File: src/rtl/tcw_pkg.sv
// ----------------------------------------------------------------------------
// tcw_pkg: shared definitions for the text console writer
// Geometry, field widths, command codes, character codes, controller states
// and the command/status structs that join the controller and the datapath.
// ----------------------------------------------------------------------------
package tcw_pkg;

  // Screen geometry
  localparam int COLUMNS  = 80;
  localparam int ROWS     = 25;
  localparam int TAB_STOP = 4;
  localparam int CELLS    = COLUMNS * ROWS;

  // Internal widths that follow from the geometry
  localparam int ADDR_W   = $clog2(CELLS);
  localparam int X_W      = $clog2(COLUMNS);
  localparam int Y_W      = $clog2(ROWS + 1);
  localparam int INIT_ROW = (5 < ROWS) ? 5 : ROWS - 1;

  // Field widths of the stream items
  localparam int CMD_W        = 2;
  localparam int CHAR_W       = 8;
  localparam int COL_W        = 7;
  localparam int ROW_W        = 5;
  localparam int CELL_ADDR_W  = 11;
  localparam int ATTR_W       = 8;
  localparam int COLOR_W      = 4;
  localparam int CELL_W       = 16;
  localparam int IN_TDATA_W   = 32;
  localparam int OUT_TDATA_W  = 40;
  localparam int CFG_IDX_W    = 2;

  // Configuration register indexes
  localparam logic [CFG_IDX_W-1:0] CFG_FG_COLOR = 2'd0;
  localparam logic [CFG_IDX_W-1:0] CFG_BG_COLOR = 2'd1;
  localparam logic [COLOR_W-1:0]   FG_RESET     = 4'h7;
  localparam logic [COLOR_W-1:0]   BG_RESET     = 4'h0;

  // Character codes
  localparam logic [CHAR_W-1:0] CH_BS    = 8'd8;
  localparam logic [CHAR_W-1:0] CH_TAB   = 8'd9;
  localparam logic [CHAR_W-1:0] CH_LF    = 8'd10;
  localparam logic [CHAR_W-1:0] CH_CR    = 8'd13;
  localparam logic [CHAR_W-1:0] CH_SPACE = 8'h20;

  // Grey-on-black blank cell
  localparam logic [CELL_W-1:0] BLANK_GREY = 16'h0720;

  typedef enum logic [CMD_W-1:0] {
    CMD_PUT   = 2'd0,
    CMD_CLEAR = 2'd1,
    CMD_SET   = 2'd2,
    CMD_READ  = 2'd3
  } tcw_cmd_e;

  typedef enum logic [3:0] {
    ST_INIT,
    ST_IDLE,
    ST_EXEC,
    ST_PUT,
    ST_BS_WR,
    ST_PUT_CHK,
    ST_SCR_RD,
    ST_SCR_WR,
    ST_SCR_FILL,
    ST_CLEAR,
    ST_FINISH
  } tcw_state_e;

  typedef enum logic [2:0] {
    CUR_NONE,
    CUR_ADV,
    CUR_CR,
    CUR_LF,
    CUR_BACK,
    CUR_SET,
    CUR_HOME,
    CUR_SCROLL
  } tcw_cur_op_e;

  typedef enum logic [2:0] {
    WR_NONE,
    WR_CUR_CHAR,
    WR_CUR_BLANK,
    WR_SWEEP_GREY,
    WR_SWEEP_COPY,
    WR_SWEEP_BLANK
  } tcw_wr_sel_e;

  // Controller to datapath
  typedef struct packed {
    logic        load_in;
    tcw_cur_op_e cur_op;
    tcw_wr_sel_e wr_sel;
    logic        rd_cell;
    logic        rd_copy;
    logic        sweep_clr;
    logic        sweep_inc;
    logic        out_load;
  } tcw_ctl_t;

  // Datapath to controller
  typedef struct packed {
    tcw_cmd_e cmd;
    logic     is_cr;
    logic     is_lf;
    logic     is_bs;
    logic     at_origin;
    logic     is_tab;
    logic     tab_aligned;
    logic     need_scroll;
    logic     sweep_last;
    logic     copy_last;
    logic     out_free;
  } tcw_sts_t;

endpackage

File: src/rtl/tcw_ctrl.sv
// ----------------------------------------------------------------------------
// tcw_ctrl: sequencer of the text console writer
// Walks each command through its steps: cell writes, cursor moves, the
// scroll copy and fill sweeps, the clear sweep and the result hand-off.
// ----------------------------------------------------------------------------
module tcw_ctrl (
  input  logic             clk_i,
  input  logic             rst_ni,
  input  logic             valid_i,
  output logic             ready_o,
  input  tcw_pkg::tcw_sts_t sts_i,
  output tcw_pkg::tcw_ctl_t ctl_o
);
  import tcw_pkg::*;

  tcw_state_e state_q, state_d;

  // State register; reset starts the clearing pass over the screen store.
  always_ff @(posedge clk_i or negedge rst_ni) begin
    if (!rst_ni) begin
      state_q <= ST_INIT;
    end else begin
      state_q <= state_d;
    end
  end

  // Next state and datapath commands
  always_comb begin
    state_d         = state_q;
    ready_o         = 1'b0;
    ctl_o.load_in   = 1'b0;
    ctl_o.cur_op    = CUR_NONE;
    ctl_o.wr_sel    = WR_NONE;
    ctl_o.rd_cell   = 1'b0;
    ctl_o.rd_copy   = 1'b0;
    ctl_o.sweep_clr = 1'b0;
    ctl_o.sweep_inc = 1'b0;
    ctl_o.out_load  = 1'b0;

    case (state_q)
      ST_INIT: begin
        ctl_o.wr_sel    = WR_SWEEP_GREY;
        ctl_o.sweep_inc = 1'b1;
        if (sts_i.sweep_last) begin
          state_d = ST_IDLE;
        end
      end

      ST_IDLE: begin
        ready_o = 1'b1;
        if (valid_i) begin
          ctl_o.load_in = 1'b1;
          state_d       = ST_EXEC;
        end
      end

      ST_EXEC: begin
        case (sts_i.cmd)
          CMD_PUT: begin
            if (sts_i.is_cr) begin
              ctl_o.cur_op = CUR_CR;
              state_d      = ST_PUT_CHK;
            end else if (sts_i.is_lf) begin
              ctl_o.cur_op = CUR_LF;
              state_d      = ST_PUT_CHK;
            end else if (sts_i.is_bs) begin
              // A backspace at the origin leaves everything as it is.
              if (sts_i.at_origin) begin
                state_d = ST_FINISH;
              end else begin
                ctl_o.cur_op = CUR_BACK;
                state_d      = ST_BS_WR;
              end
            end else begin
              state_d = ST_PUT;
            end
          end
          CMD_CLEAR: begin
            ctl_o.cur_op    = CUR_HOME;
            ctl_o.sweep_clr = 1'b1;
            state_d         = ST_CLEAR;
          end
          CMD_SET: begin
            ctl_o.cur_op = CUR_SET;
            state_d      = ST_FINISH;
          end
          default: begin
            ctl_o.rd_cell = 1'b1;
            state_d       = ST_FINISH;
          end
        endcase
      end

      // Write a character (a space for tab) at the cursor and advance.
      ST_PUT: begin
        ctl_o.wr_sel = WR_CUR_CHAR;
        ctl_o.cur_op = CUR_ADV;
        state_d      = ST_PUT_CHK;
      end

      ST_BS_WR: begin
        ctl_o.wr_sel = WR_CUR_BLANK;
        state_d      = ST_FINISH;
      end

      // Scroll if the cursor left the screen, else keep padding a tab.
      ST_PUT_CHK: begin
        if (sts_i.need_scroll) begin
          ctl_o.sweep_clr = 1'b1;
          state_d         = ST_SCR_RD;
        end else if (sts_i.is_tab && !sts_i.tab_aligned) begin
          state_d = ST_PUT;
        end else begin
          state_d = ST_FINISH;
        end
      end

      ST_SCR_RD: begin
        ctl_o.rd_copy = 1'b1;
        state_d       = ST_SCR_WR;
      end

      ST_SCR_WR: begin
        ctl_o.wr_sel    = WR_SWEEP_COPY;
        ctl_o.sweep_inc = 1'b1;
        state_d         = sts_i.copy_last ? ST_SCR_FILL : ST_SCR_RD;
      end

      // The cursor is at column 0 after any scroll, so a tab ends here.
      ST_SCR_FILL: begin
        ctl_o.wr_sel    = WR_SWEEP_BLANK;
        ctl_o.sweep_inc = 1'b1;
        if (sts_i.sweep_last) begin
          ctl_o.cur_op = CUR_SCROLL;
          state_d      = ST_FINISH;
        end
      end

      ST_CLEAR: begin
        ctl_o.wr_sel    = WR_SWEEP_GREY;
        ctl_o.sweep_inc = 1'b1;
        if (sts_i.sweep_last) begin
          state_d = ST_FINISH;
        end
      end

      ST_FINISH: begin
        if (sts_i.out_free) begin
          ctl_o.out_load = 1'b1;
          state_d        = ST_IDLE;
        end
      end

      default: begin
        state_d = ST_IDLE;
      end
    endcase
  end

endmodule

File: config.mk
export PLATFORM = sky130hd
export DESIGN_NAME = tcw_ctrl
export DESIGN_NICKNAME = d
export VERILOG_FILES = /design/src/rtl/tcw_pkg.sv /design/src/rtl/tcw_ctrl.sv
export SDC_FILE = /design/constraint.sdc
export NUM_CORES = 1
export LEC_CHECK = 0
export BUFFER_PORTS_ARGS = -buffer_cell sky130_fd_sc_hd__buf_2
export CAP_MARGIN = 5
export CORE_MARGIN = 5
export CORE_UTILIZATION = 30
export CTS_CLUSTER_SIZE = 20
export DETAILED_ROUTE_END_ITERATION = 8
export PLACE_DENSITY = 0.6
export SLEW_MARGIN = 0
export SYNTH_ARGS = -nofsm -noshare
export SYNTH_HDL_FRONTEND = slang
export SYNTH_SLANG_ARGS = --single-unit
File: constraint.sdc
create_clock -name clk_i -period 2 [get_ports clk_i]
set_clock_uncertainty 0.15 [all_clocks]
set_input_delay 0.1 -clock clk_i [delete_from_list [all_inputs] [get_ports clk_i]]
set_output_delay 0.1 -clock clk_i [all_outputs]
set_load 0.1 [all_outputs]
==> impl_metrics.toml, run 1 <==
[sta]
period_minus_slack_ns = 1.88
finalSetupViolCount = 0
layout_setup_ws_ns = 0.119
worst_pin_slew_ns = 0.483
slew_headroom_pct = 68.0
slew_violations = 0
final-hold-violation-count = 0
rsz0062_at_grt = "false"
max_freq_ghz = 0.532
period_share_pct = 94.1

[clocking]
root_buffer = "clkbuf_4"
post_cts_buffers = 0
h-tree-depth = 1
cts.path.max_buffers = 2
clk_latency_ns = 0.23
tritoncts = "built"
cts_sinks = 4
clkTransAtPathRegs_ns = 0.04
cts_made_buffers = 3

[worst_setup_path]
crit_arrival_ns = 1.63
path_class = "register to primary output"
r2r_cells = 3
rr_endpoint = "state_q[0]"
crit_end = "ctl_o[10]"
crit_fanout = 12
crit_required_ns = 1.75
cp_slowest_cell = "dfrtp_1"
cp_slowest_stage_delay_ns = 0.52
reg2reg_from = "state_q[2]"
worstSetupStartpointType = "register"
cp_cell_sequence = "nor2_1 > nand2_1 > o31ai_4 > buf_12"
reg2reg_setup_slack_ns = 0.32
endpoint_kind = "primary output"
crit_start = "state_q[2]"

[drt]
wl_um = 2040
avgRoutedWirePerCell_um = 13.3
dr.pass1.iters = 6
vias = 819
drt-initial-drc-count = 8
drc_errors = 0
via_per_inst = 5.35
ant_nets = 0

[finish]
area_growth_pct = 77.3
nets = 147
stdcell_count = 153
top_register = "state_q"
fin_area_sq_um = 1150
final_common_cell = "buf_2"
n_antenna_cell = 0
largest_register_ffs = 4
drive_above_1_share_pct = 41.3
layout_common_cells = "buf_2, buf_12, nand2_1"
reg.largest.list = "state_q: 4 flops"

[logic_synthesis]
synth-async-reset-ratio_pct = 100
netlist_instances = 93
synth_area_per_cell_sq_um = 6.98
synth_warnings = 0
synth_top_area_share_pct = 15.4
synth_edf_count = 0
synth_top_cell_by_area = "dfrtp_1"
synth-seq-cells = 4
syn_area_sq_um = 649
synth_fp_nets = 112
yosys_most_used_dff = "dfrtp_1"
synthTopCellsByArea = "dfrtp_1, ha_1, nor2b_1, nand2b_1, nand2_1"
synth.distinct_cells = 34
synth-seq-area-share_pct = 15.4

[global_route]
grt-busiest-layer = "met2"
grtUsageMet1_pct = 16.5
grt_pass1_vias = 795
grt_max_degree = 15
groute.usage.overall_pct = 13.2
grtUsageMet3_pct = 3.67
antenna_found_initial = 0
grt_pass1_wl_um = 3420
met2_usage_pct = 22.3
overflow = 0

[die]
core_sq_um = 2020
die-width_um = 56.5
initial_core_util_pct = 32.1
row_count = 16
io_pins = 28
die_y_um = 56.5
dieArea_sq_um = 3200

[placement]
dp.cells = 148
dp_hpwl_um = 1760
pre_cts_slack_ns = 0.166
dpl_cell_area_sq_um = 1100
placement.io_buffers = 27
routabilityCongestion = 0.913

[outcome]
status = "completed"

[worst_hold_path]
hold_class = "input pin to async pin"

[flow_run]
drv_cap = 0
==> stage by stage <==
step / hold slack [ns] / TNS (ns) / utilization [%]
after floorplan: -0.346 / -0.165 / -
after global placement: -0.245 / 0 / 54.4
after detailed placement: -0.244 / 0 / 54.4
after CTS: 0.0430 / 0 / 56.7
after global routing: 0.0406 / 0 / 56.9
final: 0.0490 / 0 / 56.9
==> final cells by class <==
| cell class | instances | area [sq um] |
|---|---|---|
| clock buffers | 3 | 22.5 |
| fillers | 187 | 871 |
| inverters | 5 | 18.8 |
| multi-input cells | 78 | 587 |
| flip-flops and latches | 4 | 101 |
| well taps | 27 | 33.8 |
| repair buffers | 36 | 388 |
==> logic make-up (layout without fill, tap and decap cells) <==
| kind of cell | count (synthesis) | after routing | share of synthesized area [%] |
|---|---|---|---|
| compound gates | 30 | 30 | 33.1 |
| simple gates | 43 | 43 | 35.3 |
| fa+ha+maj | 4 | 4 | 7.71 |
| buf+inv | 11 | 44 | 7.13 |
| flops | 4 | 4 | 15.4 |
| xor+xnor | 1 | 1 | 1.35 |
==> worst max-delay path: cells and delay by family (launching register included) <==
| family | cells | cell delay [ns] |
|---|---|---|
| AOI/OAI and AO/OA | 1 | 0.25 |
| buffers and inverters | 1 | 0.21 |
| and+or+nand+nor | 2 | 0.41 |
| DFF | 1 | 0.52 |
==> Yosys cell counts (2+ instances only) <==
library cell and n:
clkbuf_1 2, nand2_1 8, nor2b_1 6, and3_1 3, ha_1 4, nor2_1 8
o31ai_1 3, nand2b_1 5, a31oi_1 3, buf_2 4, dfrtp_1 4, nand3_1 2
nor3_1 5, a211oi_1 3, o21ai_0 4, inv_1 5, a21oi_1 4, o22ai_1 3
nor4b_1 2
==> per-layer routing <==
metal	up-vias	routed length (um)
met5	-	0
met4	0	6
met3	2	160
met2	31	1020
met1	374	854
li1	412	-
==> worst min path at each step <==
| stage | start | slack (ns) | to | depth (start not counted) |
|---|---|---|---|---|
| detailed placement | rst_ni | -0.24 | state_q[1] | 1 |
| CTS | rst_ni | 0.04 | state_q[1] | 2 |
| floorplan | rst_ni | -0.35 | state_q[0] | 0 |
| global placement | rst_ni | -0.25 | state_q[3] | 1 |
| global route | rst_ni | 0.04 | state_q[1] | 2 |
| finish | rst_ni | 0.05 | state_q[3] | 2 |
==> repair_timing <==
action | 4_1_cts | 5_1_grt
endpoints found under the setup margin | 2 | 5
hold endpoints to repair | 5 | 0
hold buffers | 2 | 0
resized for setup | 1 | 2
Power of run 1 is left out: the tool's default activity adds up to more than one toggle a clock period on the data nets, which glitch-free logic cannot reach.
==> run 2: changes to the inputs <==
--- a/config.mk
+++ b/config.mk
@@ -7,2 +7,3 @@
 export LEC_CHECK = 0
+export ABC_AREA = 1
 export BUFFER_PORTS_ARGS = -buffer_cell sky130_fd_sc_hd__buf_2
@@ -13,3 +14,3 @@
 export DETAILED_ROUTE_END_ITERATION = 8
-export PLACE_DENSITY = 0.6
+export PLACE_DENSITY = 0.59
 export SLEW_MARGIN = 0
==> constraint.sdc (replaced) <==
create_clock -name clk_i -period 2 [get_ports clk_i]
set_clock_uncertainty 0.15 [all_clocks]
set_input_delay 0.3 -clock clk_i [delete_from_list [all_inputs] [get_ports clk_i]]
set_output_delay 0.3 -clock clk_i [all_outputs]
set_load 0.1 [all_outputs]
==> run 2 against run 1 <==
  * Synthesized cell count increased by 23%
  * Core utilization grew 0.84 points
  * Final area grew 7.8%
  * Wire length decreased by 3.8%
  * Area after synthesis grew 1.7%
  * Register-to-register slack improved by 0.20 ns
  * Cell count increased by 19%
  * Critical path depth increased by 3
  * Via count is 2.6% higher
  * Highest routed layer unchanged
  * Largest cell class unchanged
  * First-iteration DRC count grew to 2.6 times the previous value
  * Maximum frequency fell by 2.9%
==> impl_metrics.toml, run 2 <==
[outcome]
status = "completed"

[die]
row_count = 17
initial_core_util_pct = 30.8
die-width_um = 56.9
die_y_um = 56.9
io_pins = 28
core_sq_um = 2150
dieArea_sq_um = 3240

[logic_synthesis]
synth.distinct_cells = 21
synth_warnings = 0
synth_top_family_by_area = "simple AND/OR/NAND/NOR gates"
synth_xor_area_share_pct = 0
synth_top_area_share_pct = 16.5
synth-seq-area-share_pct = 15.2
netlist_instances = 114
synth_edf_count = 0
synth-seq-cells = 4
synth_compound_area_share_pct = 7.58
synthMuxAreaShare_pct = 0
synth-async-reset-ratio_pct = 100
synth_adder_area_share_pct = 7.58
yosys_most_used_dff = "dfrtp_1"
synth_area_per_cell_sq_um = 5.80
synthTopCellsByArea = "nand2_1, dfrtp_1, nor2_1, nand3_1, ha_1"
post-synth-top-count-cell = "nand2_1"
synthSimpleGateAreaFrac_pct = 58.9
syn_area_sq_um = 661
synth_fp_nets = 133
synth_top_cell_by_area = "nand2_1"
synth_top_cells_by_count = "nand2_1, nor2_1, inv_1, nand3_1, inv_2"

[flow_run]
drv_cap = 0

[sta]
slew_violations = 0
slew_headroom_pct = 80.6
worst_pin_slew_ns = 0.290
period_minus_slack_ns = 1.94
finalSetupViolCount = 0
period_share_pct = 96.9
final-hold-violation-count = 0
fin_hold_ws_ns = 0.196
max_freq_ghz = 0.516

[global_route]
grt_pass1_vias = 802
grt_pass1_wl_um = 3260
groute.usage.overall_pct = 12.3
grt_max_degree = 7
overflow = 0
antenna_found_initial = 0

[placement]
routabilityCongestion = 0.841
dpl_cell_area_sq_um = 1120
dp_hpwl_um = 1640
dp.cells = 170
placement.io_buffers = 27

[finish]
n_antenna_cell = 0
multi_input_area_sq_um = 581
largest_register_ffs = 4
area_growth_pct = 87.9
drive_above_1_share_pct = 52.6
stdcell_count = 182
final_common_cell = "nand2_1"
layout_common_cells = "nand2_1, buf_2, nor2_1, buf_12"
nets = 174
final.fill_count = 216
fin_area_sq_um = 1240
reg.largest.list = "state_q: 4 flops"
seq_area_sq_um = 104
top_register = "state_q"

[drt]
drc_errors = 0
vias = 840
via_per_inst = 4.62
ant_nets = 0
avgRoutedWirePerCell_um = 10.8
wl_um = 1960
dr.pass1.iters = 5
drt-initial-drc-count = 21

[clocking]
cts.path.max_buffers = 2
cts_made_buffers = 3
tritoncts = "built"
clkTransAtPathRegs_ns = 0.04
h-tree-depth = 1
cts_sinks = 4
root_buffer = "clkbuf_4"
clk_latency_ns = 0.24

[worst_setup_path]
endpoint_kind = "primary output"
crit_required_ns = 1.55
worstSetupStartpointType = "register"
crit_fanout = 5
path_class = "register to primary output"
crit_arrival_ns = 1.49
reg2reg_setup_slack_ns = 0.52

[worst_hold_path]
hold_class = "input pin to register"
run 2: repair_timing:
action,CTS,global route
endpoints found under the hold margin,4,0
gates resized for setup,4,5
hold buffers,1,0
setup endpoints to repair,3,5
pin swaps,1,1
setup buffers,3,4
run 2: cell type report:
class / instances / share of cell area (%)
Clock buffer: 4 / 2.12
Timing Repair Buffer: 36 / 32.3
Tap cell: 28 / 2.82
Multi-Input combinational cell: 91 / 46.8
Inverter: 19 / 7.66
Sequential cell: 4 / 8.37
run 2: worst paths after layout:
path,endpoint,cells past startpoint,startpoint
max,ctl_o[8],7,state_q[0]
min,state_q[2],3,sts_i[3]
max reg2reg,state_q[0],10,state_q[3]
min reg2reg,state_q[0],2,state_q[0]
max in group asynchronous,state_q[1],2,rst_ni
min in group asynchronous,state_q[0],2,rst_ni
run 2: cell families after synthesis:
| group | Yosys count |
|---|---|
| buffers and inverters | 19 |
| AOI/OAI and AO/OA | 9 |
| DFF | 4 |
| adders and majority gates | 4 |
| and+or+nand+nor | 78 |
run 2: critical path: stages, from the launching register on:
cell	delay, ns
dfrtp_2	0.44
inv_2	0.08
nand2_4	0.08
nor2_4	0.12
o21ai_2	0.08
o21bai_2	0.19
nand3_2	0.08
buf_12	0.17
run 2: metal layers:
layer / track usage [%] / wire length (um) / vias to the layer above
met1: 15.0 / 843 / 376
met5: 0 / 0 / -
met3: 2.53 / 78 / 4
met2: 21.0 / 1010 / 20
li1: - / - / 440
met4: 4.64 / 27 / 0
run 2: metrics by stage:
| stage | TNS, ns | setup WS [ns] | utilization, % |
|---|---|---|---|
| 3_5_place_dp | 0 | 0.0965 | 52.2 |
| 6_report | 0 | 0.0628 | 57.8 |
| 5_1_grt | -0.00550 | -0.00451 | 57.8 |
| 3_3_place_gp | 0 | 0.130 | 52.2 |
| 4_1_cts | 0 | 0.00276 | 55.4 |
| 2_1_floorplan | -0.491 | -0.122 | - |
Power of run 2 is left out for the same reason.
==> run 3: changes to the inputs <==
- CORE_UTILIZATION: 30 -> 35
- PLACE_DENSITY: 0.59 -> 0.67
==> run 3 against run 2 <==
  * Maximum frequency is 0.21% higher
  * Wire length rose by 10%
  * Flip-flop and latch count did not move
==> impl_metrics.toml, run 3 (synthesized netlist as in run 2, its figures left out) <==
[drt]
wl_um = 2160
ant_nets = 0
drc_errors = 0
vias = 840
drt-initial-drc-count = 17
via_per_inst = 4.75
dr.pass1.iters = 4
avgRoutedWirePerCell_um = 12.2

[sta]
slew_headroom_pct = 81.6
period_minus_slack_ns = 1.93
finalSetupViolCount = 0
fin_hold_ws_ns = 0.213
rsz0062_at_grt = "true"
slew_violations = 0
worst_pin_slew_ns = 0.275
max_freq_ghz = 0.517
period_share_pct = 96.7
final-hold-violation-count = 0

[finish]
top_register = "state_q"
n_antenna_cell = 0
area_growth_pct = 85.6
largest_register_ffs = 4
final.fill_count = 154
nets = 172
reg.largest.list = "state_q: 4 flops"
layout_common_cells = "nand2_1, buf_2, nor2_1, buf_12"
drive_above_1_share_pct = 52.0
final_common_cell = "nand2_1"

[worst_setup_path]
worstSetupStartpointType = "register"
worst-path-stages = 7
path_class = "register to primary output"
path_delay_family = "flip-flops"
reg2reg_from = "state_q[2]"
reg2reg_setup_slack_ns = 0.52
critPathBufInv = 2
crit_fanout = 6
crit_arrival_ns = 1.48
crit_required_ns = 1.55
rr_endpoint = "state_q[0]"
cp_slowest_stage_delay_ns = 0.45
endpoint_kind = "primary output"
cp_cell_sequence = "inv_2 > nand2_4 > nor2_4 > o21ai_2 > o21bai_1 > nand3_2 > buf_12"
r2r_cells = 9
cp_slowest_cell = "dfrtp_2"

[die]
row_count = 15
io_pins = 28
die-width_um = 53.4
initial_core_util_pct = 37.4
core_sq_um = 1760
die_y_um = 53.4
dieArea_sq_um = 2860

[global_route]
overflow = 0
grtUsageMet1_pct = 18.5
met2_usage_pct = 31.2
grtUsageMet3_pct = 4.51
grt-busiest-layer = "met2"
grt_max_degree = 7
groute.usage.overall_pct = 17.3
grt_pass1_wl_um = 3590
antenna_found_initial = 0
grt_pass1_vias = 875

[clocking]
cts_made_buffers = 3
root_buffer = "clkbuf_4"
cts.path.max_buffers = 2
h-tree-depth = 1
clkTransAtPathRegs_ns = 0.04
tritoncts = "built"
cts_sinks = 4
clk_latency_ns = 0.24

[worst_hold_path]
worstHoldEndpoint = "state_q[2]"
hold_depth = 3
hold_class = "input pin to register"
min_from = "sts_i[3]"

[flow_run]
drv_cap = 0

[outcome]
status = "completed"

[placement]
dp_hpwl_um = 1770
placement.io_buffers = 27
routabilityCongestion = 0.852
-- run 3: how the worst max path moves through the flow --
stage	from	to	slack [ns]
2_1_floorplan	state_q[3]	ctl_o[9]	-0.12
3_3_place_gp	sts_i[11]	ctl_o[10]	0.13
3_5_place_dp	sts_i[11]	ctl_o[10]	0.09
4_1_cts	state_q[3]	ctl_o[8]	0.006
5_1_grt	state_q[3]	ctl_o[8]	-0.02
6_report	state_q[0]	ctl_o[8]	0.07
-- run 3: layer usage --
metal | up-vias | wire (um)
li1 | 437 | -
met1 | 374 | 902
met2 | 21 | 1140
met3 | 8 | 40
met4 | 0 | 75
met5 | - | 0
-- run 3: cell type report --
cell class                 instances  area (sq um)  area share, %
multi-input combinational         91           584           47.7
timing repair buffer              34           385           31.4
sequential                         4           104           8.47
inverter                          19          95.1           7.76
tap                               25          31.3           2.55
clock buffer                       4          26.3           2.14
-- run 3: timing repair --
item,CTS,global route
endpoints found under the hold margin,4,0
gates resized for setup,3,7
setup buffers,4,1
pin swaps,1,0
endpoints found under the setup margin,3,6
hold buffers,1,0
-- run 3: worst register-to-register path, stage by stage (launching register included) --
cell,delay [ns]
dfrtp_2,0.43
buf_4,0.15
nor2_4,0.16
nand2_2,0.07
nand2_1,0.08
nand2_1,0.07
nand3_2,0.09
inv_2,0.05
o21ai_1,0.06
nand2_1,0.06
-- run 3: through the flow --
stage                     util, %  instances  worst slack [ns]  setup TNS [ns]  area, sq um
after global placement       63.4        167             0.126               0         1120
after detailed placement     63.4        167            0.0903               0         1120
after floorplan                 -        114            -0.122          -0.491          749
after CTS                    67.7        176           0.00583               0         1190
final                        69.5        177            0.0670               0         1230
after global routing         69.5        177           -0.0198         -0.0478         1230
Power of run 3 is left out for the same reason.
